## src/hdl/tlmf_ram.sv

```systemverilog
// ----------------------------------------------------------------------------
// Tabu list move filter RAM
// Simple dual-port synchronous RAM with one write port and one registered
// read port.
// ----------------------------------------------------------------------------
module tlmf_ram #(
  parameter int WIDTH = 8,
  parameter int DEPTH = 64
) (
  input  logic                     clk,
  input  logic                     we,
  input  logic [$clog2(DEPTH)-1:0] waddr,
  input  logic [WIDTH-1:0]         wdata,
  input  logic [$clog2(DEPTH)-1:0] raddr,
  output logic [WIDTH-1:0]         rdata
);

  logic [WIDTH-1:0] mem [DEPTH];

  always_ff @(posedge clk) begin
    if (we) begin
      mem[waddr] <= wdata;
    end
    rdata <= mem[raddr];
  end

endmodule

```

## config.mk

```make
export PLATFORM = sky130hd
export DESIGN_NAME = tlmf_ram
export DESIGN_NICKNAME = d
export VERILOG_FILES = /design/src/hdl/tlmf_ram.sv
export SDC_FILE = /design/constraint.sdc
export NUM_CORES = 1
export LEC_CHECK = 0
export BUFFER_PORTS_ARGS = -buffer_cell sky130_fd_sc_hd__buf_2
export CAP_MARGIN = 5
export CORE_ASPECT_RATIO = 1.2
export CORE_MARGIN = 5
export CORE_UTILIZATION = 45
export DETAILED_ROUTE_END_ITERATION = 10
export GPL_TIMING_DRIVEN = 0
export REMOVE_ABC_BUFFERS = 1
export SYNTH_ARGS = -nofsm -noshare
export SYNTH_HDL_FRONTEND = slang
export SYNTH_SLANG_ARGS = --single-unit
```

## constraint.sdc

```tcl
create_clock -name clk -period 2.89 [get_ports clk]
set_input_delay 0.578 -clock clk [delete_from_list [all_inputs] [get_ports clk]]
set_output_delay 0.578 -clock clk [all_outputs]
set_load 0.02 [all_outputs]
```

==> impl_results.md, run 1 <==
- Result of the run: completed
- Highest clock frequency the design can meet: 384.9 MHz
- Count of unresolved DRC violations after routing: 0
- LEAKAGE: 6.878 nW
- Max VDD drop: 0.4930 mV
- Number of search-and-repair iterations in the first detailed-routing pass: 5
- Mean number of vias per cell: 5.900
- Final-report max-slew violation count: 0
- P_int: 12.03 mW
- Layout cell share with drive strength beyond 1: 23.94%
- Sequential-to-total area share from yosys stat: 77.03%
- Power per cell area: 680.1 mW/mm²
- Number of levels in the clock H-tree: 2
- Critical path's largest stage delay: 0.57 ns
- CTS sink count: 520
- Reg2reg end: rdata[6]
- Clock tree from TritonCTS: yes
- Relative slew slack: 16.79%
- Startpoint types: primary input
- Setup Viol. Count Final: 0
- Total CTS buffers: 50
- Clock latency of the later-clocked register in the worst-skew pair: 0.58 ns
- Number of buffers between clock root and the deepest sink: 3
- Global-route wire length before repair: 65050 µm
- Pin count of the biggest net entering global routing: 72
- Critical path, cell by cell: buf_12 -> buf_16 -> mux4_2 -> mux2_2 -> o221a_2 -> nor3_1 -> o32ai_1
- Filler cell count in the final layout: 3508
- Full die area: 0.04917 mm²
- Count of antenna-violating nets left after detailed routing: 0
- Layout Skew: 0.01766 ns
- Net count of the finished layout: 998
- Proportion of total power due to net switching: 20.99%
- Min Clock Period, post-route: 2.598 ns
- Starting DRT DRC Count: 750
- Most common cell after layout, fill and taps aside: edfxtp_1
- Total of warnings raised by yosys: 0
- WP buf/inv: 2
- Cell Area, Synth: 0.02017 mm²
- Reg2reg path depth: 5
- Critical Setup Path Class: in2reg
- Max-cap violations: 0
- Area growth, synth to finish: 10.97%
- Slowest library cell on the worst path: mux4_2
- Clk network pwr share: 39.9%
- Worst Hold Launch: raddr[5]
- Flops & latches, synth: 520
- Largest fanout on the critical path: 68
- Worst EP required: 3.34 ns
- Chip height: 241.9 µm
- # hold bufs at CTS: 0
- Slew of the pin with the lowest slew margin: 1.248 ns
- Launch point of the worst reg-to-reg path: mem[29][6]
- Worst min path class: in2reg
- All-layer global routing usage: 17.72%
- Routed Wire Length: 43650 µm
- Root buffer selected by CTS: clkbuf_16
- Count of different cell masters after synthesis: 40
- Average wire per standard cell: 27.61 µm
- PnR worst setup slack: 0.2920 ns
- RSZ-0062 raised after global routing: false
- Die boundary width: 203.3 µm
- Cells after Synth: 940
- Reported net switching power: 3.196 mW
- Standard-cell row count: 85
- Number of I/O port buffers: 29
- CP arrival: 3.04 ns
- Antenna violations before repair: 3
- Fraction of power consumed by sequential logic: 55.0%
- Via count: 9328
- Register-to-register setup slack: 0.68 ns
- Combinational cell fraction of total power: 5.1%
- Hold Path Depth: 3
- Post-layout utilization of the core: 50.22%
- Core area: 0.04456 mm²
- Final weighted congestion of routability-driven global placement: 0.7736
- Starting utilization of the core area: 45.26%
- Final total power: 15.22 mW
- Family with the most delay on the worst path: multiplexers
- Final worst-path cycle share: 89.90%
- Hold violation count in the final report: 0
- Remaining Overflow, GRT: 0
- Hold EP: rdata[4]
- Io pins: 30
- Sort of element at the end of the critical path: flop
- Post-DP HPWL: 24830 µm
- Via count of the first global-routing pass: 9578
- Clock transition time at the flip-flop clock pins of the worst setup and hold paths: 0.06 ns
- Post-Synthesis Mean Instance Area: 21.45 µm²
- Place WS: -0.9985 ns
- Worst Hold Margin: 0.4474 ns
- Commonest non-fill, non-tap cells in the layout: edfxtp_1 (512), mux4_2 (126), nor2_1 (83), clkbuf_16 (51), buf_2 (26)
==> metrics by stage <==
step                      instances  TNS [ns]  cell area [µm²]
after global routing           1580         0            22380
after global placement         1483    -28.41            20700
after detailed placement       1487    -6.464            20810
after CTS                      1578         0            22320
after floorplan                 889         0            19850
final                          1581         0            22380
==> state kept, by name, summed over array words and instances, names as in the netlist <==
signal  flops
mem       512
rdata       8
==> worst min-delay path: cells and delay by family <==
kind	cells	cell delay (ns)
buffers and inverters	1	0.21
AND/OR/NAND/NOR	1	0.11
AO/OA/AOI/OAI	1	0.06
==> repair_timing <==
item,in CTS,in global routing
gates cloned,0,1
pin swaps,0,0
endpoints found under the setup margin,5,3
buffers inserted,0,0
gates resized for setup,4,1
endpoints found under the hold margin,0,0
==> power groups by stage <==
stage / Sequential, mW / Clock [mW] / Combinational, mW
2_1_floorplan: 8.54 / 0 / 0.323
3_3_place_gp: 8.53 / 0 / 0.799
3_5_place_dp: 8.53 / 0 / 0.783
4_1_cts: 8.37 / 6.18 / 0.787
5_1_grt: 8.37 / 6.50 / 0.838
6_report: 8.37 / 6.07 / 0.780
==> logic make-up (layout without fill, tap and decap cells) <==
logic type      count (synthesis)  count (layout)  synth area share, %
other cells                     0               1                    0
buf+inv                        51             126                1.570
flops                         520             520                77.03
simple gates                  153             153                3.387
compound gates                 54              54                2.072
mux                           162             162                15.94
==> final cells by class <==
cell class | instances | area [µm²] | area share (%)
Clock buffer | 72 | 1374 | 6.139
Timing Repair Buffer | 35 | 304.0 | 1.359
Sequential cell | 520 | 15530 | 69.42
Clock inverter | 19 | 128.9 | 0.5759
Antenna cell | 1 | 2.502 | 0.01118
Tap cell | 565 | 706.9 | 3.159
Multi-Input combinational cell | 369 | 4328 | 19.34
==> Yosys cell counts <==
| master | count | area, µm² |
|---|---|---|
| mux4_2 | 126 | 2838 |
| o41ai_1 | 2 | 17.52 |
| o311ai_1 | 1 | 8.760 |
| dfxtp_1 | 8 | 160.2 |
| nor2_1 | 83 | 311.6 |
| a21oi_1 | 3 | 15.01 |
| nand4_1 | 2 | 12.51 |
| o2bb2ai_1 | 3 | 26.28 |
| a22oi_1 | 3 | 22.52 |
| mux2_2 | 13 | 146.4 |
| buf_2 | 11 | 55.05 |
| clkbuf_1 | 17 | 63.81 |
| o21ai_1 | 2 | 10.01 |
| edfxtp_1 | 512 | 15370 |
| nor4_1 | 2 | 12.51 |
| and2_1 | 1 | 6.260 |
| a31oi_1 | 1 | 6.260 |
| o21ai_0 | 2 | 10.01 |
| o221a_2 | 2 | 22.52 |
| or3_1 | 1 | 6.260 |
| nand3b_1 | 3 | 22.52 |
| nand3_1 | 13 | 65.06 |
| buf_6 | 4 | 45.04 |
| buf_12 | 2 | 40.04 |
| o221ai_1 | 8 | 70.07 |
| nor3_1 | 7 | 35.03 |
| o2111ai_1 | 3 | 26.28 |
| a221oi_1 | 6 | 52.55 |
| a2111oi_0 | 2 | 17.52 |
| buf_1 | 4 | 15.01 |
| nor2b_1 | 14 | 87.58 |
| o21a_1 | 2 | 15.01 |
| nand4b_1 | 1 | 8.760 |
| nand2b_1 | 7 | 43.79 |
| o22ai_1 | 8 | 50.05 |
| mux2i_1 | 23 | 230.2 |
| nand2_1 | 19 | 71.32 |
| o32ai_1 | 2 | 17.52 |
| a211oi_1 | 4 | 30.03 |
| buf_4 | 13 | 97.59 |
==> worst max path at each step <==
stage / cells after the start / to / slack (ns) / start
2_1_floorplan: 5 / rdata[4] / 0.95 / raddr[0]
3_3_place_gp: 5 / rdata[5] / -3.80 / raddr[0]
5_1_grt: 7 / rdata[4] / 0.11 / raddr[0]
4_1_cts: 7 / rdata[4] / 0.01 / raddr[0]
3_5_place_dp: 6 / rdata[5] / -1.0 / raddr[0]
6_report: 7 / rdata[4] / 0.29 / raddr[0]
==> metal layers <==
layer | global-route usage [%] | share of wire (%) | routed length, µm | vias up
met5 | 0 | 0.050 | 22 | -
met2 | 28.93 | 50 | 21860 | 249
met3 | 2.771 | 5.2 | 2253 | 68
li1 | - | - | - | 4002
met4 | 4.167 | 2.0 | 882 | 4
met1 | 25.57 | 43 | 18630 | 5005
(Power assumes the default switching activity.)
==> inputs of run 2 (changes only) <==
==> constraint.sdc (replaced) <==
create_clock -name clk -period 2.1 [get_ports clk]
set_input_delay 0.21 -clock clk [delete_from_list [all_inputs] [get_ports clk]]
set_output_delay 0.21 -clock clk [all_outputs]
set_load 0.02 [all_outputs]
==> run 2 against run 1 <==
Cell count grew 0.13%; wire length grew 1.7%; worst setup slack lost 0.25 ns; via count grew 0.81%; critical path depth shrank 2; hold slack lost 0.36 ns; total power grew 38%; die area is the same; critical endpoint is now rdata[6]; largest cell class unchanged; largest power group unchanged.
==> impl_results.md, run 2 (same netlist as run 1, synthesis figures left out) <==
- Result of the run: completed (unchanged)
- CP arrival: 2.46 ns (was 3.04 ns)
- Most common cell after layout, fill and taps aside: edfxtp_1 (unchanged)
- Pin count of the biggest net entering global routing: 65 (was 72)
- Antenna violations before repair: 3 (unchanged)
- Launch point of the worst reg-to-reg path: mem[29][6] (unchanged)
- Via count: 9404 (was 9328)
- Starting DRT DRC Count: 777 (was 750)
- All-layer global routing usage: 18.17% (was 17.72%)
- Family with the most delay on the worst path: multiplexers (unchanged)
- Total CTS buffers: 50 (unchanged)
- Number of I/O port buffers: 29 (unchanged)
- Instance count after placement with tap cells included: 1487 (unchanged)
- Largest fanout on the critical path: 1 (was 68)
- Combinational cell fraction of total power: 5.3% (was 5.1%)
- Worst Hold Launch: raddr[5] (unchanged)
- RSZ-0062 raised after global routing: false (unchanged)
- Final weighted congestion of routability-driven global placement: 0.7736 (unchanged)
- Core area: 0.04456 mm² (unchanged)
- Chip height: 241.9 µm (unchanged)
- WP buf/inv: 0 (was 2)
- Net count of the finished layout: 1000 (was 998)
- Critical path, cell by cell: mux4_2 -> mux2_2 -> o221a_2 -> nor3_4 -> o32ai_1 (was buf_12 -> buf_16 -> mux4_2 -> mux2_2 -> o221a_2 -> nor3_1 -> o32ai_1)
- Relative slew slack: 15.86% (was 16.79%)
- Via count of the first global-routing pass: 9652 (was 9578)
- Worst EP required: 2.51 ns (was 3.34 ns)
- Average wire per standard cell: 28.03 µm (was 27.61 µm)
- Max VDD drop: 0.6759 mV (was 0.4930 mV)
- Post-DP HPWL: 24830 µm (unchanged)
- P_int: 16.57 mW (was 12.03 mW)
- Critical path's largest stage delay: 0.49 ns (was 0.57 ns)
- Setup repair bufs after CTS: 0 (unchanged)
- Clock tree from TritonCTS: yes (unchanged)
- Mean number of vias per cell: 5.941 (was 5.900)
- Count of antenna-violating nets left after detailed routing: 0 (unchanged)
- Commonest non-fill, non-tap cells in the layout: edfxtp_1 (512), mux4_2 (126), nor2_1 (82), clkbuf_16 (50), buf_2 (26) (was edfxtp_1 (512), mux4_2 (126), nor2_1 (83), clkbuf_16 (51), buf_2 (26))
- LEAKAGE: 6.934 nW (was 6.878 nW)
- Critical Setup Path Class: reg2reg (was in2reg)
- Top flop regs: mem (512), rdata (8) (unchanged)
- Routed Wire Length: 44380 µm (was 43650 µm)
- Full die area: 0.04917 mm² (unchanged)
- Worst min path class: in2reg (unchanged)
- Hold violation count in the final report: 0 (unchanged)
- Cell area after placement: 0.02081 mm² (unchanged)
- Slowest library cell on the worst path: mux4_2 (unchanged)
- Final instance count without filler cells: 1583 (was 1581)
- Starting utilization of the core area: 45.26% (unchanged)
- CTS sink count: 520 (unchanged)
- Remaining Overflow, GRT: 0 (unchanged)
- Hold Path Depth: 3 (unchanged)
- Total negative setup slack: 0 ns (unchanged)
- Layout Skew: 0.02123 ns (was 0.01766 ns)
- Highest clock frequency the design can meet: 487.0 MHz
- Root buffer selected by CTS: clkbuf_16 (unchanged)
- Largest reg by FF count: mem (unchanged)
- Final worst-path cycle share: 97.77%
- Final-report max-slew violation count: 0 (unchanged)
- Number of levels in the clock H-tree: 2 (unchanged)
- Sort of element at the end of the critical path: flop (unchanged)
- Max-cap violations: 0 (unchanged)
- Standard-cell row count: 85 (unchanged)
- Register-to-register setup slack: 0.05 ns (was 0.68 ns)
- Clock transition time at the flip-flop clock pins of the worst setup and hold paths: 0.06 ns (about the same)
- Io pins: 30 (unchanged)
- Layout cell share with drive strength beyond 1: 24.48% (was 23.94%)
- Largest register FFs: 512 (unchanged)
- Clock latency of the later-clocked register in the worst-skew pair: 0.58 ns (about the same)
- Reg2reg path depth: 5 (unchanged)
- Power per cell area: 933.7 mW/mm² (was 680.1 mW/mm²)
- Fraction of power consumed by sequential logic: 54.8% (was 55.0%)
- Die boundary width: 203.3 µm (unchanged)
- Proportion of total power due to net switching: 21.07% (was 20.99%)
- Clk network pwr share: 39.9% (about the same)
- Setup Viol. Count Final: 0 (unchanged)
- Number of buffers between clock root and the deepest sink: 3 (unchanged)
- Hold EP: rdata[2] (was rdata[4])
- Reported net switching power: 4.424 mW (was 3.196 mW)
- Layout Cell Area excl Fill: 0.02249 mm² (was 0.02238 mm²)
- Count of unresolved DRC violations after routing: 0 (unchanged)
- Slew of the pin with the lowest slew margin: 1.262 ns (was 1.248 ns)
- Reg2reg end: rdata[6] (unchanged)
- Area growth, synth to finish: 11.50% (was 10.97%)
- Min Clock Period, post-route: 2.053 ns
- # hold bufs at CTS: 0 (unchanged)
- Global-route wire length before repair: 66320 µm (was 65050 µm)
- Number of search-and-repair iterations in the first detailed-routing pass: 5 (unchanged)
- Startpoint types: flop (was primary input)
## run 2: worst max-delay path by stage
| stage | from | end | cells after the start |
|---|---|---|---|
| floorplan | mem[29][4] | rdata[4] | 5 |
| global placement | raddr[0] | rdata[5] | 5 |
| detailed placement | raddr[0] | rdata[5] | 6 |
| CTS | mem[29][6] | rdata[6] | 5 |
| global route | mem[7][0] | rdata[0] | 5 |
| finish | mem[29][6] | rdata[6] | 5 |
## run 2: area by class of cell
type	instances	area [µm²]
diodes	1	2.502
multi-input cells	369	4352
clock inverters	19	128.9
repair buffers	37	387.9
clock buffers	72	1374
fillers	3490	22070
flip-flops and latches	520	15530
well taps	565	706.9
## run 2: stage by stage
stage          power, mW  hold WS [ns]  setup WS, ns  utilization (%)
5_1_grt            21.64       0.08056       0.01296            50.46
3_5_place_dp       12.82        0.6287        -1.421            46.70
4_1_cts            21.15       0.05165       0.03237            50.39
3_3_place_gp       12.83        0.6290        -4.227            46.46
6_report           21.00       0.08319       0.04673            50.46
2_1_floorplan      12.19        0.3089        0.4164                -
## run 2: repair_timing
action,CTS,global route
endpoints found under the setup margin,8,1
gates cloned,3,0
resized for setup,11,1
## run 2: power groups by stage
stage          Sequential (mW)  Clock (mW)  Combinational, mW
2_1_floorplan             11.7           0              0.445
3_3_place_gp              11.7           0               1.10
3_5_place_dp              11.7           0               1.08
4_1_cts                   11.5        8.51               1.12
5_1_grt                   11.5        8.94               1.19
6_report                  11.5        8.37               1.11
## run 2: layer usage
| layer | GRT usage [%] | part of all wire, % | routed length (µm) |
|---|---|---|---|
| met2 | 29.60 | 50 | 22200 |
| met4 | 4.624 | 2.3 | 1024 |
| met3 | 2.798 | 5.4 | 2418 |
| met5 | 0 | 0.050 | 22 |
| met1 | 26.13 | 42 | 18720 |
## run 2: worst reg2reg max path, cell delays in order, from the launching register on
cell and delay [ns]:
edfxtp_1 0.36, mux4_2 0.49, mux2_2 0.28, o221a_2 0.32
nor3_4 0.25, o32ai_1 0.20
==> inputs of run 3 (changes only) <==
- RECOVER_POWER: default -> 100
==> run 3 against run 2 <==
Core utilization fell by 0.084 points; sequential cell count is the same; sequential power barely moved; global-route usage stayed put; non-clock buffer count is the same; critical path depth unchanged; design area shrank 0.17%; via count fell by 0.46%; critical endpoint unchanged.
==> impl_results.md, run 3 (same netlist as run 1, synthesis figures left out) <==
- Result of the run: completed (unchanged)
- Die boundary width: 203.3 µm (unchanged)
- Largest register FFs: 512 (unchanged)
- Net count of the finished layout: 1000 (unchanged)
- Most common cell after layout, fill and taps aside: edfxtp_1 (unchanged)
- Setup repair bufs after CTS: 0 (unchanged)
- Final worst-path cycle share: 98.37% (was 97.77%)
- Area growth, synth to finish: 11.32% (was 11.50%)
- Family with the most delay on the worst path: multiplexers (unchanged)
- Via count: 9361 (was 9404)
- Final-report max-slew violation count: 0 (unchanged)
- Number of levels in the clock H-tree: 2 (unchanged)
- Pin count of the biggest net entering global routing: 65 (unchanged)
- Max-cap violations: 0 (unchanged)
- Area taken by flip-flops and latches: 0.01553 mm² (unchanged)
- Clock tree from TritonCTS: yes (unchanged)
- Highest clock frequency the design can meet: 484.1 MHz (was 487.0 MHz)
- CP arrival: 2.47 ns (was 2.46 ns)
- Top flop regs: mem (512), rdata (8) (unchanged)
- Clock latency of the later-clocked register in the worst-skew pair: 0.58 ns (about the same)
- Clock transition time at the flip-flop clock pins of the worst setup and hold paths: 0.06 ns (about the same)
- Core area: 0.04456 mm² (unchanged)
- Number of buffers between clock root and the deepest sink: 3 (unchanged)
- Standard-cell row count: 85 (unchanged)
- Global-route wire length before repair: 66320 µm (unchanged)
- Relative slew slack: 5.825% (was 15.86%)
- Startpoint types: flop (unchanged)
- Slowest library cell on the worst path: mux4_2 (unchanged)
- Worst min path class: in2reg (unchanged)
- Starting DRT DRC Count: 768 (was 777)
- Layout Cell Area excl Fill: 0.02245 mm² (was 0.02249 mm²)
- Cell area after placement: 0.02081 mm² (unchanged)
- RSZ-0062 raised after global routing: false (unchanged)
- Routed Wire Length: 44480 µm (was 44380 µm)
- Layout cell share with drive strength beyond 1: 23.30% (was 24.48%)
- Antenna violations before repair: 2 (was 3)
- Filler cell count in the final layout: 3499 (was 3490)
- Number of search-and-repair iterations in the first detailed-routing pass: 5 (unchanged)
- Total CTS buffers: 50 (unchanged)
- Setup Viol. Count Final: 0 (unchanged)
- Layout Skew: 0.01940 ns (was 0.02123 ns)
- Min Clock Period, post-route: 2.066 ns (was 2.053 ns)
- Sort of element at the end of the critical path: flop (unchanged)
- Full die area: 0.04917 mm² (unchanged)
- Instance count after placement with tap cells included: 1487 (unchanged)
- WP buf/inv: 0 (unchanged)
- Starting utilization of the core area: 45.26% (unchanged)
- Final instance count without filler cells: 1583 (unchanged)
- # hold bufs at CTS: 0 (unchanged)
- Final weighted congestion of routability-driven global placement: 0.7736 (unchanged)
- Hold violation count in the final report: 0 (unchanged)
- Largest fanout on the critical path: 1 (unchanged)
- Number of I/O port buffers: 29 (unchanged)
- Power per cell area: 934.9 mW/mm² (was 933.7 mW/mm²)
- Chip height: 241.9 µm (unchanged)
- Mean number of vias per cell: 5.913 (was 5.941)
- Critical Setup Path Class: reg2reg (unchanged)
- Root buffer selected by CTS: clkbuf_16 (unchanged)
- Critical path, cell by cell: mux4_2 -> mux2_2 -> o221a_2 -> nor3_4 -> o32ai_1 (unchanged)
- Critical path's largest stage delay: 0.49 ns (about the same)
- Io pins: 30 (unchanged)
- Post-DP HPWL: 24830 µm (unchanged)
- Average wire per standard cell: 28.10 µm (was 28.03 µm)
- Largest reg by FF count: mem (unchanged)
- Max VDD drop: 0.6759 mV (about the same)
- LEAKAGE: 6.892 nW (was 6.934 nW)
- Footprint of the multi-input gates: 0.004352 mm² (unchanged)
- Remaining Overflow, GRT: 0 (unchanged)
- Slew of the pin with the lowest slew margin: 1.413 ns (was 1.262 ns)
- Via count of the first global-routing pass: 9652 (unchanged)
- Commonest non-fill, non-tap cells in the layout: edfxtp_1 (512), mux4_2 (126), nor2_1 (82), clkbuf_16 (50), clkbuf_1 (30) (was edfxtp_1 (512), mux4_2 (126), nor2_1 (82), clkbuf_16 (50), buf_2 (26))
- Worst EP required: 2.50 ns (was 2.51 ns)
- Count of unresolved DRC violations after routing: 0 (unchanged)
- CTS sink count: 520 (unchanged)
- All-layer global routing usage: 18.17% (unchanged)
- Count of antenna-violating nets left after detailed routing: 0 (unchanged)
==> run 3: changes by cell type in the layout (fill, tap and decap cells not counted) <==
cell	delta
clkbuf_1	+12
buf_2	-20
buf_16	-1
clkbuf_2	+9
==> run 3: repair_timing <==
action	4_1_cts	5_1_grt
endpoints found under the hold margin	0	0
cloned	3	0
gates resized for setup	11	1
endpoints found under the setup margin	8	1
==> run 3: per-stage QoR <==
stage                     total power [mW]  hold slack, ns  worst slack (ns)  utilization [%]  TNS, ns
after floorplan                      12.19          0.3089            0.4164                -        0
after global placement               12.83          0.6290            -4.227            46.46  -102.03
after detailed placement             12.82          0.6287            -1.421            46.70   -84.20
after CTS                            21.15         0.05165           0.03237            50.39        0
after global routing                 21.64         0.08056           0.01207            50.37        0
final                                20.99         0.08163           0.03431            50.38        0
==> run 3: worst register-to-register path, stage by stage, from the launching register on <==
cell and delay [ns]:
edfxtp_1 0.36, mux4_2 0.49, mux2_2 0.27, o221a_2 0.32, nor3_4 0.25, o32ai_1 0.21
==> run 3: path summary, 6_finish.rpt <==
| check | startpoint | end | slack, ns | depth (start not counted) |
|---|---|---|---|---|
| min reg2reg | mem[26][4] | rdata[4] | 0.87 | 3 |
| max reg2reg | mem[29][6] | rdata[6] | 0.03 | 5 |
| min | raddr[5] | rdata[2] | 0.08 | 3 |
| max | mem[29][6] | rdata[6] | 0.03 | 5 |
==> run 3: layout make-up <==
type                            instances  share of cell area [%]
Clock inverter                         19                  0.5741
Timing Repair Buffer                   37                   1.561
Sequential cell                       520                   69.20
Antenna cell                            1                 0.01115
Tap cell                              565                   3.149
Clock buffer                           72                   6.120
Multi-Input combinational cell        369                   19.38
==> run 3: power breakdown <==
part / switching, mW / internal, mW
clock network: 3.71 / 4.66
registers: 0.0229 / 11.5
logic: 0.693 / 0.404
==> run 3: routing by layer <==
metal,part of all wire [%],track usage [%],vias up
met1,42,26.13,4985
li1,-,-,4004
met5,0.029,0,-
met2,50,29.60,289
met3,5.5,2.798,81
met4,2.4,4.624,2
